### src/rtl/core/jms_pkg.sv
// Shared types, marker codes and helpers for the JPEG marker segmenter.
`timescale 1ns / 1ps

package jms_pkg;

  // Parse modes, one-hot
  typedef enum logic [6:0] {
    MODE_HDR_HI  = 7'b0000001,
    MODE_HDR_LO  = 7'b0000010,
    MODE_LEN_HI  = 7'b0000100,
    MODE_LEN_LO  = 7'b0001000,
    MODE_BODY    = 7'b0010000,
    MODE_SCAN    = 7'b0100000,
    MODE_SCAN_FF = 7'b1000000
  } mode_t;

  localparam logic KIND_PAYLOAD = 1'b0;
  localparam logic KIND_CLOSE   = 1'b1;

  localparam logic [15:0] MRK_SOI  = 16'hFFD8;
  localparam logic [15:0] MRK_EOI  = 16'hFFD9;
  localparam logic [15:0] MRK_RST0 = 16'hFFD0;
  localparam logic [15:0] MRK_RST7 = 16'hFFD7;
  localparam logic [15:0] MRK_TEM  = 16'hFF01;
  localparam logic [15:0] MRK_SOS  = 16'hFFDA;

  localparam logic [7:0] BYTE_FILL   = 8'hFF;
  localparam logic [7:0] BYTE_STUFF  = 8'h00;
  localparam logic [7:0] BYTE_RST_LO = 8'hD0;
  localparam logic [7:0] BYTE_RST_HI = 8'hD7;

  // Most results one input byte can cause
  localparam int unsigned MAX_RES = 3;

  typedef struct packed {
    logic        kind;
    logic [15:0] segment_header;
    logic [7:0]  byte_value;
    logic        run_end;
  } res_t;

  function automatic logic is_standalone(input logic [15:0] hdr);
    return (hdr == MRK_SOI) || (hdr == MRK_EOI) || (hdr == MRK_TEM) ||
           ((hdr >= MRK_RST0) && (hdr <= MRK_RST7));
  endfunction

  // Second byte of a pair that stays inside the entropy data
  function automatic logic is_scan_pair(input logic [7:0] b);
    return (b == BYTE_STUFF) || ((b >= BYTE_RST_LO) && (b <= BYTE_RST_HI));
  endfunction

  function automatic res_t mk_res(input logic kind, input logic [15:0] hdr,
                                  input logic [7:0] val);
    res_t r;
    r.kind           = kind;
    r.segment_header = hdr;
    r.byte_value     = val;
    r.run_end        = 1'b0;
    return r;
  endfunction

endpackage

### src/rtl/core/jms_byte_if.sv
// Byte input channel of the JPEG marker segmenter.
`timescale 1ns / 1ps

interface jms_byte_if;
  logic       valid;
  logic       ready;
  logic [7:0] data_byte;
  logic       final_byte;

  modport source (output valid, output data_byte, output final_byte, input ready);
  modport sink (input valid, input data_byte, input final_byte, output ready);
endinterface

### src/rtl/core/jms_result_if.sv
// Result channel of the JPEG marker segmenter.
`timescale 1ns / 1ps

interface jms_result_if;
  logic        valid;
  logic        ready;
  logic        kind;
  logic [15:0] segment_header;
  logic [7:0]  byte_value;
  logic        run_end;

  modport source (output valid, output kind, output segment_header, output byte_value,
                  output run_end, input ready);
  modport sink (input valid, input kind, input segment_header, input byte_value,
                input run_end, output ready);
endinterface

### src/rtl/core/jpeg_marker_segmenter.sv
// Top level: splits a JPEG byte stream into marker segments.
//
//   channel   dir  transaction        payload
//   in_byte   in   one file byte      data_byte[7:0], final_byte
//   out_res   out  one result item    kind, segment_header[15:0], byte_value[7:0], run_end
//
// Each accepted byte is parsed in the cycle it is taken and yields zero to three results,
// written together into a three-entry result register that drains one per cycle while
// out_res is ready. A byte with more than one result holds the input until the result
// register holds only its last entry and that entry is being taken.
// Reset (rst_n low, synchronous) returns the parser to waiting for a header and empties
// the result register. A stall on out_res holds the results and, while any result
// waits, holds in_byte too.
`timescale 1ns / 1ps

module jpeg_marker_segmenter (
  input  logic              clk,
  input  logic              rst_n,
  jms_byte_if.sink          in_byte,
  jms_result_if.source      out_res
);

  jms_pkg::mode_t mode_r, mode_nxt;
  logic [7:0]     header_high_r, header_high_nxt;
  logic [15:0]    cur_hdr_r, cur_hdr_nxt;
  logic [7:0]     len_high_r, len_high_nxt;
  logic [15:0]    remain_r, remain_nxt;

  jms_pkg::res_t  res_r [jms_pkg::MAX_RES];
  jms_pkg::res_t  slot_nxt [jms_pkg::MAX_RES];
  logic [1:0]     cnt_r;
  logic [1:0]     n_nxt;

  logic           in_acc, out_acc;
  logic [7:0]     b;
  logic           fin;
  logic           open_en;
  logic [15:0]    open_hdr;
  logic [15:0]    len;
  logic [15:0]    rem_dec;

  assign b   = in_byte.data_byte;
  assign fin = in_byte.final_byte;

  // Take a byte when the result register is empty or its last entry leaves now
  assign in_byte.ready = (cnt_r == 2'd0) || ((cnt_r == 2'd1) && out_res.ready);
  assign in_acc        = in_byte.valid && in_byte.ready;
  assign out_acc       = out_res.valid && out_res.ready;

  assign out_res.valid          = (cnt_r != 2'd0);
  assign out_res.kind           = res_r[0].kind;
  assign out_res.segment_header = res_r[0].segment_header;
  assign out_res.byte_value     = res_r[0].byte_value;
  assign out_res.run_end        = res_r[0].run_end;

  assign len     = {len_high_r, b};
  assign rem_dec = remain_r - {15'd0, (remain_r != 16'd0)};

  always_comb begin
    mode_nxt        = mode_r;
    header_high_nxt = header_high_r;
    cur_hdr_nxt     = cur_hdr_r;
    len_high_nxt    = len_high_r;
    remain_nxt      = remain_r;
    open_en         = 1'b0;
    open_hdr        = {header_high_r, b};
    n_nxt           = 2'd0;
    for (int i = 0; i < jms_pkg::MAX_RES; i++) begin
      slot_nxt[i] = '0;
    end

    unique case (mode_r)
      jms_pkg::MODE_HDR_LO: begin
        open_en  = 1'b1;
        open_hdr = {header_high_r, b};
      end
      jms_pkg::MODE_LEN_HI: begin
        len_high_nxt = b;
        mode_nxt     = jms_pkg::MODE_LEN_LO;
      end
      jms_pkg::MODE_LEN_LO: begin
        slot_nxt[0] = jms_pkg::mk_res(jms_pkg::KIND_PAYLOAD, cur_hdr_r, len_high_r);
        slot_nxt[1] = jms_pkg::mk_res(jms_pkg::KIND_PAYLOAD, cur_hdr_r, b);
        n_nxt       = 2'd2;
        if (len <= 16'd2) begin
          mode_nxt = jms_pkg::MODE_HDR_HI;
        end else begin
          remain_nxt = len - 16'd2;
          mode_nxt   = jms_pkg::MODE_BODY;
        end
        if ((len <= 16'd2) || fin) begin
          slot_nxt[2] = jms_pkg::mk_res(jms_pkg::KIND_CLOSE, cur_hdr_r, 8'd0);
          n_nxt       = 2'd3;
        end
      end
      jms_pkg::MODE_BODY: begin
        slot_nxt[0] = jms_pkg::mk_res(jms_pkg::KIND_PAYLOAD, cur_hdr_r, b);
        n_nxt       = 2'd1;
        remain_nxt  = rem_dec;
        if ((rem_dec == 16'd0) || fin) begin
          slot_nxt[1] = jms_pkg::mk_res(jms_pkg::KIND_CLOSE, cur_hdr_r, 8'd0);
          n_nxt       = 2'd2;
          mode_nxt    = jms_pkg::MODE_HDR_HI;
        end
      end
      jms_pkg::MODE_SCAN: begin
        if (b == jms_pkg::BYTE_FILL) begin
          mode_nxt = jms_pkg::MODE_SCAN_FF;
        end else begin
          slot_nxt[n_nxt] = jms_pkg::mk_res(jms_pkg::KIND_PAYLOAD, cur_hdr_r, b);
          n_nxt           = n_nxt + 2'd1;
        end
        if (fin) begin
          slot_nxt[n_nxt] = jms_pkg::mk_res(jms_pkg::KIND_CLOSE, cur_hdr_r, 8'd0);
          n_nxt           = n_nxt + 2'd1;
        end
      end
      jms_pkg::MODE_SCAN_FF: begin
        if (b == jms_pkg::BYTE_FILL) begin
          // Extra fill byte: emit one 0xFF, keep the pending one
          slot_nxt[0] = jms_pkg::mk_res(jms_pkg::KIND_PAYLOAD, cur_hdr_r,
                                        jms_pkg::BYTE_FILL);
          n_nxt       = 2'd1;
          if (fin) begin
            slot_nxt[1] = jms_pkg::mk_res(jms_pkg::KIND_CLOSE, cur_hdr_r, 8'd0);
            n_nxt       = 2'd2;
          end
        end else if (jms_pkg::is_scan_pair(b)) begin
          slot_nxt[0] = jms_pkg::mk_res(jms_pkg::KIND_PAYLOAD, cur_hdr_r,
                                        jms_pkg::BYTE_FILL);
          slot_nxt[1] = jms_pkg::mk_res(jms_pkg::KIND_PAYLOAD, cur_hdr_r, b);
          n_nxt       = 2'd2;
          mode_nxt    = jms_pkg::MODE_SCAN;
          if (fin) begin
            slot_nxt[2] = jms_pkg::mk_res(jms_pkg::KIND_CLOSE, cur_hdr_r, 8'd0);
            n_nxt       = 2'd3;
          end
        end else begin
          // Real marker: close the scan, then treat the pair as the next header
          slot_nxt[0] = jms_pkg::mk_res(jms_pkg::KIND_CLOSE, cur_hdr_r, 8'd0);
          n_nxt       = 2'd1;
          open_en     = 1'b1;
          open_hdr    = {jms_pkg::BYTE_FILL, b};
        end
      end
      default: begin
        header_high_nxt = b;
        mode_nxt        = jms_pkg::MODE_HDR_LO;
      end
    endcase

    if (open_en) begin
      cur_hdr_nxt = open_hdr;
      if (jms_pkg::is_standalone(open_hdr)) begin
        slot_nxt[n_nxt] = jms_pkg::mk_res(jms_pkg::KIND_CLOSE, open_hdr, 8'd0);
        n_nxt           = n_nxt + 2'd1;
        mode_nxt        = jms_pkg::MODE_HDR_HI;
      end else if (open_hdr == jms_pkg::MRK_SOS) begin
        mode_nxt = jms_pkg::MODE_SCAN;
        if (fin) begin
          slot_nxt[n_nxt] = jms_pkg::mk_res(jms_pkg::KIND_CLOSE, open_hdr, 8'd0);
          n_nxt           = n_nxt + 2'd1;
        end
      end else begin
        mode_nxt = jms_pkg::MODE_LEN_HI;
      end
    end

    if (fin) begin
      mode_nxt = jms_pkg::MODE_HDR_HI;
    end

    // Flag the last result of this byte
    if (n_nxt != 2'd0) begin
      slot_nxt[n_nxt - 2'd1].run_end = 1'b1;
    end
  end

  always_ff @(posedge clk) begin
    if (!rst_n) begin
      mode_r        <= jms_pkg::MODE_HDR_HI;
      header_high_r <= '0;
      cur_hdr_r     <= '0;
      len_high_r    <= '0;
      remain_r      <= '0;
    end else if (in_acc) begin
      mode_r        <= mode_nxt;
      header_high_r <= header_high_nxt;
      cur_hdr_r     <= cur_hdr_nxt;
      len_high_r    <= len_high_nxt;
      remain_r      <= remain_nxt;
    end
  end

  always_ff @(posedge clk) begin
    if (!rst_n) begin
      cnt_r <= 2'd0;
    end else if (in_acc) begin
      cnt_r <= n_nxt;
    end else if (out_acc) begin
      cnt_r <= cnt_r - 2'd1;
    end
  end

  // Load a fresh set of results, or advance the queue by one
  always_ff @(posedge clk) begin
    if (in_acc) begin
      for (int i = 0; i < jms_pkg::MAX_RES; i++) begin
        res_r[i] <= slot_nxt[i];
      end
    end else if (out_acc) begin
      for (int i = 0; i < jms_pkg::MAX_RES - 1; i++) begin
        res_r[i] <= res_r[i + 1];
      end
    end
  end

endmodule

### src/flat_wrapper.sv
// flat-port wrapper written by rule: the top's interface ports become plain ports
module jpeg_marker_segmenter_flat 
  (clk, rst_n, in_byte_valid, in_byte_data_byte, in_byte_final_byte, in_byte_ready, out_res_valid, out_res_kind, out_res_segment_header, out_res_byte_value, out_res_run_end, out_res_ready);
  jms_byte_if in_byte_i ();
  jms_result_if out_res_i ();
  input  logic clk;
  input  logic rst_n;
  input wire logic [$bits(in_byte_i.valid)-1:0] in_byte_valid;
  input wire logic [$bits(in_byte_i.data_byte)-1:0] in_byte_data_byte;
  input wire logic [$bits(in_byte_i.final_byte)-1:0] in_byte_final_byte;
  output wire logic [$bits(in_byte_i.ready)-1:0] in_byte_ready;
  output wire logic [$bits(out_res_i.valid)-1:0] out_res_valid;
  output wire logic [$bits(out_res_i.kind)-1:0] out_res_kind;
  output wire logic [$bits(out_res_i.segment_header)-1:0] out_res_segment_header;
  output wire logic [$bits(out_res_i.byte_value)-1:0] out_res_byte_value;
  output wire logic [$bits(out_res_i.run_end)-1:0] out_res_run_end;
  input wire logic [$bits(out_res_i.ready)-1:0] out_res_ready;
  assign in_byte_i.valid = in_byte_valid;
  assign in_byte_i.data_byte = in_byte_data_byte;
  assign in_byte_i.final_byte = in_byte_final_byte;
  assign in_byte_ready = in_byte_i.ready;
  assign out_res_valid = out_res_i.valid;
  assign out_res_kind = out_res_i.kind;
  assign out_res_segment_header = out_res_i.segment_header;
  assign out_res_byte_value = out_res_i.byte_value;
  assign out_res_run_end = out_res_i.run_end;
  assign out_res_i.ready = out_res_ready;
  jpeg_marker_segmenter u_core (.clk(clk), .rst_n(rst_n), .in_byte(in_byte_i), .out_res(out_res_i));
endmodule
### config.mk
export PLATFORM = sky130hd
export DESIGN_NAME = jpeg_marker_segmenter_flat
export DESIGN_NICKNAME = d
export VERILOG_FILES = /design/src/rtl/core/jms_pkg.sv /design/src/rtl/core/jms_byte_if.sv /design/src/rtl/core/jms_result_if.sv /design/src/rtl/core/jpeg_marker_segmenter.sv /design/src/flat_wrapper.sv
export SDC_FILE = /design/constraint.sdc
export NUM_CORES = 1
export LEC_CHECK = 0
export ABC_AREA = 0
export BUFFER_PORTS_ARGS = -buffer_cell sky130_fd_sc_hd__buf_2
export CORE_MARGIN = 2
export CORE_UTILIZATION = 60
export DETAILED_ROUTE_END_ITERATION = 8
export PLACE_DENSITY = 0.79
export SETUP_SLACK_MARGIN = 0.15
export SLEW_MARGIN = 20
export SYNTH_ARGS = -nofsm -noshare
export SYNTH_HDL_FRONTEND = slang
export SYNTH_SLANG_ARGS = --single-unit
### constraint.sdc
create_clock -name clk -period 5.6 [get_ports clk]
set_input_delay 0.84 -clock clk [delete_from_list [all_inputs] [get_ports clk]]
set_output_delay 0.84 -clock clk [all_outputs]
set_load 0.01 [all_outputs]
==> Flow_metrics.wiki <==
{| class="wikitable"
! Metric !! Value
|-
| Clk_skew || approximately 0.0075 ns
|-
| Worst-case vdd ir drop || approximately 370 uV
|-
| Slack of the worst reg-to-reg path || 1.01 ns
|-
| Remaining max-slew budget at the tightest pin || 23.7%
|-
| CTS Buf Count || 17
|-
| TNS Setup || 0 ns
|-
| First-pass GRT wire length || roughly 29000 um
|-
| Antenna viol nets, final || 0
|-
| DRC violation total after the first TritonRoute iteration || 695
|-
| Ys async rst share || 0%
|-
| Die area || 12700 um2
|-
| Hold path cells || 2
|-
| Post-DR wirelength/cell || between 15 and 20 um
|-
| Syn Inst Count || between 700 and 800
|-
| Arithmetic-cell share of the synthesized area counting full adders, half adders and majority gates || slightly below 2%
|-
| Final non-filler cell area || 7690 um2
|-
| Clock transition at the register clock pins on the worst setup and hold paths after CTS || ~0.050 ns
|-
| Clock Root Buffer || clkbuf_16
|-
| Family with the most delay on the worst path || compound AO/OA/AOI/OAI gates
|-
| Largest stage delay on the critical path || around 0.63 ns
|-
| H-Tree Level Count || 4
|-
| Type of origin of the critical path || flip-flop
|-
| Area growth, synth to finish || 8.68%
|-
| Number of buffers inserted by port buffering || 40
|-
| Buffers & Inverters on Critical Path || 1
|-
| Detailed Route WL || about 18000 um
|-
| Fraction of the cycle the final worst path needs || between 80% and 90%
|-
| Xor/xnor cell area share of the yosys netlist || 2.23%
|-
| Proportion of synthesized area in mux cells || around 3.3%
|-
| Result of the run || finished clean
|-
| Required @ worst endpoint || about 5.7 ns
|-
| FF-to-FF End || u_core.res_r[0][46]
|-
| HPWL after detailed placement || roughly 11000 um
|-
| Largest cells by area after synthesis || edfxtp_1, dfxtp_1, nand2_1
|-
| Filler cell count in the final layout || 896
|-
| Maximum clock path buffer count || 2
|-
| Count of standard-cell rows || 39
|-
| Min Clock Period, post-route || between 4 and 5 ns
|-
| Crit path capture type || flip-flop
|-
| Ports || 41
|-
| Number of clock sinks || ~130
|-
| Residual overflow from global routing || 0
|-
| Post-synthesis simple-gate area fraction || 21.7%
|-
| Number of antenna violations at the first check in global routing || 0
|-
| Post-CTS Hold Fix Bufs || 0
|-
| Post-layout net count || 785
|-
| CP Max Fanout || 9
|-
| Synthesized Nets || 798
|-
| Max cap viols || 0
|-
| Total power || 2.79 mW
|-
| Routed vias || 5945
|-
| Highest Clock Rate || 0.218 GHz
|-
| Fin. max-slew vios || 0
|-
| Syn Std Cell Area || slightly above 7000 um2
|-
| Type of the worst min-delay path || flip-flop to flip-flop
|-
| Per-instance average area after synthesis || 9.14 um2
|-
| Floorplan core area || around 11000 um2
|-
| Combined global-route utilization of all metal layers || approximately 29%
|-
| Slew @ Worst Pin || around 1.1 ns
|-
| Worst endpoint data arrival time || between 4 and 5 ns
|-
| TritonCTS clock tree || done
|-
| Cell taking the most area after synthesis || edfxtp_1
|-
| Hold violation total from the final report || 0
|-
| Worst hold path endpoint || u_core.cur_hdr_r[0]
|-
| Dominant combinational cell family by area after synthesis || simple AND/OR/NAND/NOR gates
|-
| Via/cell ratio || 6.48
|-
| Worst setup path category || flip-flop to flip-flop
|-
| Unrepaired setup endpoints after global routing || no
|-
| Yosys warning count || 0
|-
| Post-route core utilization || approximately two thirds
|-
| Ranking of synthesized cells by instance count || nand2_1, nor2_1, edfxtp_1
|-
| Number of gates given a new drive strength after cts || 0
|-
| Reg-to-reg critical path startpoint || u_core.remain_r[5]
|-
| Dominant synthesized flop cell || edfxtp_1
|-
| Complex-gate fraction of the synthesized area || 18.2%
|-
| Total DRC errors in the routed layout || 0
|-
| Horiz. Die Dim || approximately 110 um
|-
| Leak || a little under 3 nW
|-
| Initial standard-cell utilization of the core || between 60 and 70%
|-
| Largest net degree at the start of global routing || between 50 and 60
|-
| Cell with the biggest individual delay on the critical path || a21oi_1
|-
| Hold Startpoint || u_core.cur_hdr_r[0]
|-
| Fraction of post-synthesis cell area in the top cell type by area || about 30%
|-
| Final setup violation count || 0
|-
| Areal power density over the cells || roughly 360 nW/um2
|-
| Yosys cell types || 73
|-
| Flip-flop and latch count after synthesis || ~130
|-
| Chain of cells forming the critical path || nor4_1 -> nand4_1 -> ha_1 -> nand2b_1 -> xnor2_1 -> o31ai_1 -> nand4_1 -> o311a_1 -> nor2_1 -> inv_1 -> ha_1 -> a21oi_1 -> a21oi_1
|-
| Number of cell instances on the worst register-to-register path || 13
|-
| Number of global-route vias before repair || 5445
|-
| Most common cell in the netlist || nand2_1
|-
| Count of inserted antenna diode cells || 0
|-
| Fraction of layout instances using a drive strength above 1 || between 10% and 20%
|-
| Gpl congestion || 0.945
|-
| Worst skew pair latency || between 0.4 and 0.5 ns
|-
| Sequential share of the synthesized area || 45.8%
|-
| Setup Fix Bufs, Post-CTS || 0
|-
| 1st-pass router iterations || 6
|-
| Die Ht || around 110 um
|-
| EDFF count, synth || 70
|-
| Cell area after placement || 7080 um2
|}
-- registers in the layout, indices dropped and copies added, names as in the netlist --
register / count
u_core.cnt_r: 2
u_core.remain_r: 16
u_core.cur_hdr_r: 16
u_core.header_high_r: 8
u_core.res_r: 70
u_core.mode_r: 7
u_core.len_high_r: 8
-- metrics by stage --
stage	setup slack [ns]	hold slack [ns]	std cells
floorplan	1.85	0.445	774
global placement	1.24	0.476	885
detailed placement	1.04	0.482	885
CTS	1.02	0.490	917
global route	0.609	0.527	917
finish	1.01	0.492	917
-- worst max path at each step --
stage	cells past startpoint	from	slack, ns	to
floorplan	13	in_byte_data_byte[7]	1.85	u_core.res_r[0][50]
CTS	13	u_core.remain_r[5]	1.02	u_core.res_r[0][46]
detailed placement	13	u_core.remain_r[5]	1.04	u_core.res_r[0][46]
finish	13	u_core.remain_r[5]	1.01	u_core.res_r[0][46]
global placement	13	u_core.remain_r[5]	1.24	u_core.res_r[0][50]
global route	13	u_core.remain_r[5]	0.61	u_core.res_r[0][45]
-- kinds of logic (layout without fill, tap and decap cells) --
family	count (synthesis)	in the layout
xor+xnor	18	18
flops	127	127
buf+inv	93	93
simple gates	309	309
mux	23	23
compound gates	193	193
fa+ha+maj	11	11
-- final cells by class --
class,count,area (um2),area share [%]
clock buffer,22,444,5.78
timing repair buffer,45,238,3.09
inverter,16,60.1,0.781
multi-input combinational,554,3360,43.7
sequential,127,3240,42.2
clock inverter,10,161,2.10
tap,143,179,2.33
-- routing by layer --
metal	global-route usage [%]	vias up	routed length, um
met5	0	-	0
met4	7.72	0	261
met3	6.97	26	1520
met2	42.6	301	7990
met1	42.3	2820	8010
li1	-	2798	-
-- layout by cell type, fill, tap and decap left out, types with 6 or more instances in the layout --
master,count
xnor2_1,10
nor3_1,28
nand4_1,9
mux2i_1,23
nor2_1,82
edfxtp_1,70
or3_1,6
a21o_1,10
dfxtp_1,57
a221oi_1,10
o21ai_0,43
buf_2,40
ha_1,11
xor2_1,8
inv_1,13
nor4_1,14
a221o_1,7
a31oi_1,13
and2_1,11
a21oi_1,52
nand2_1,96
nand3_1,20
a22o_1,7
clkbuf_16,17
-- worst reg2reg max path, stage by stage, from the launching register on --
cell,delay [ns]
dfxtp_1,0.37
nor4_1,0.53
nand4_1,0.16
ha_1,0.25
nand2b_1,0.34
xnor2_1,0.12
o31ai_1,0.44
nand4_1,0.19
o311a_1,0.36
nor2_1,0.32
inv_1,0.16
ha_1,0.28
a21oi_1,0.63
a21oi_1,0.15
-- report_power, final --
| part | total (mW) | switching, mW | internal [mW] |
|---|---|---|---|
| clock network | 1.15 | 0.404 | 0.744 |
| registers | 1.23 | 0.0486 | 1.18 |
| logic | 0.410 | 0.281 | 0.129 |
No activity file was read; power rests on OpenSTA's default activity.
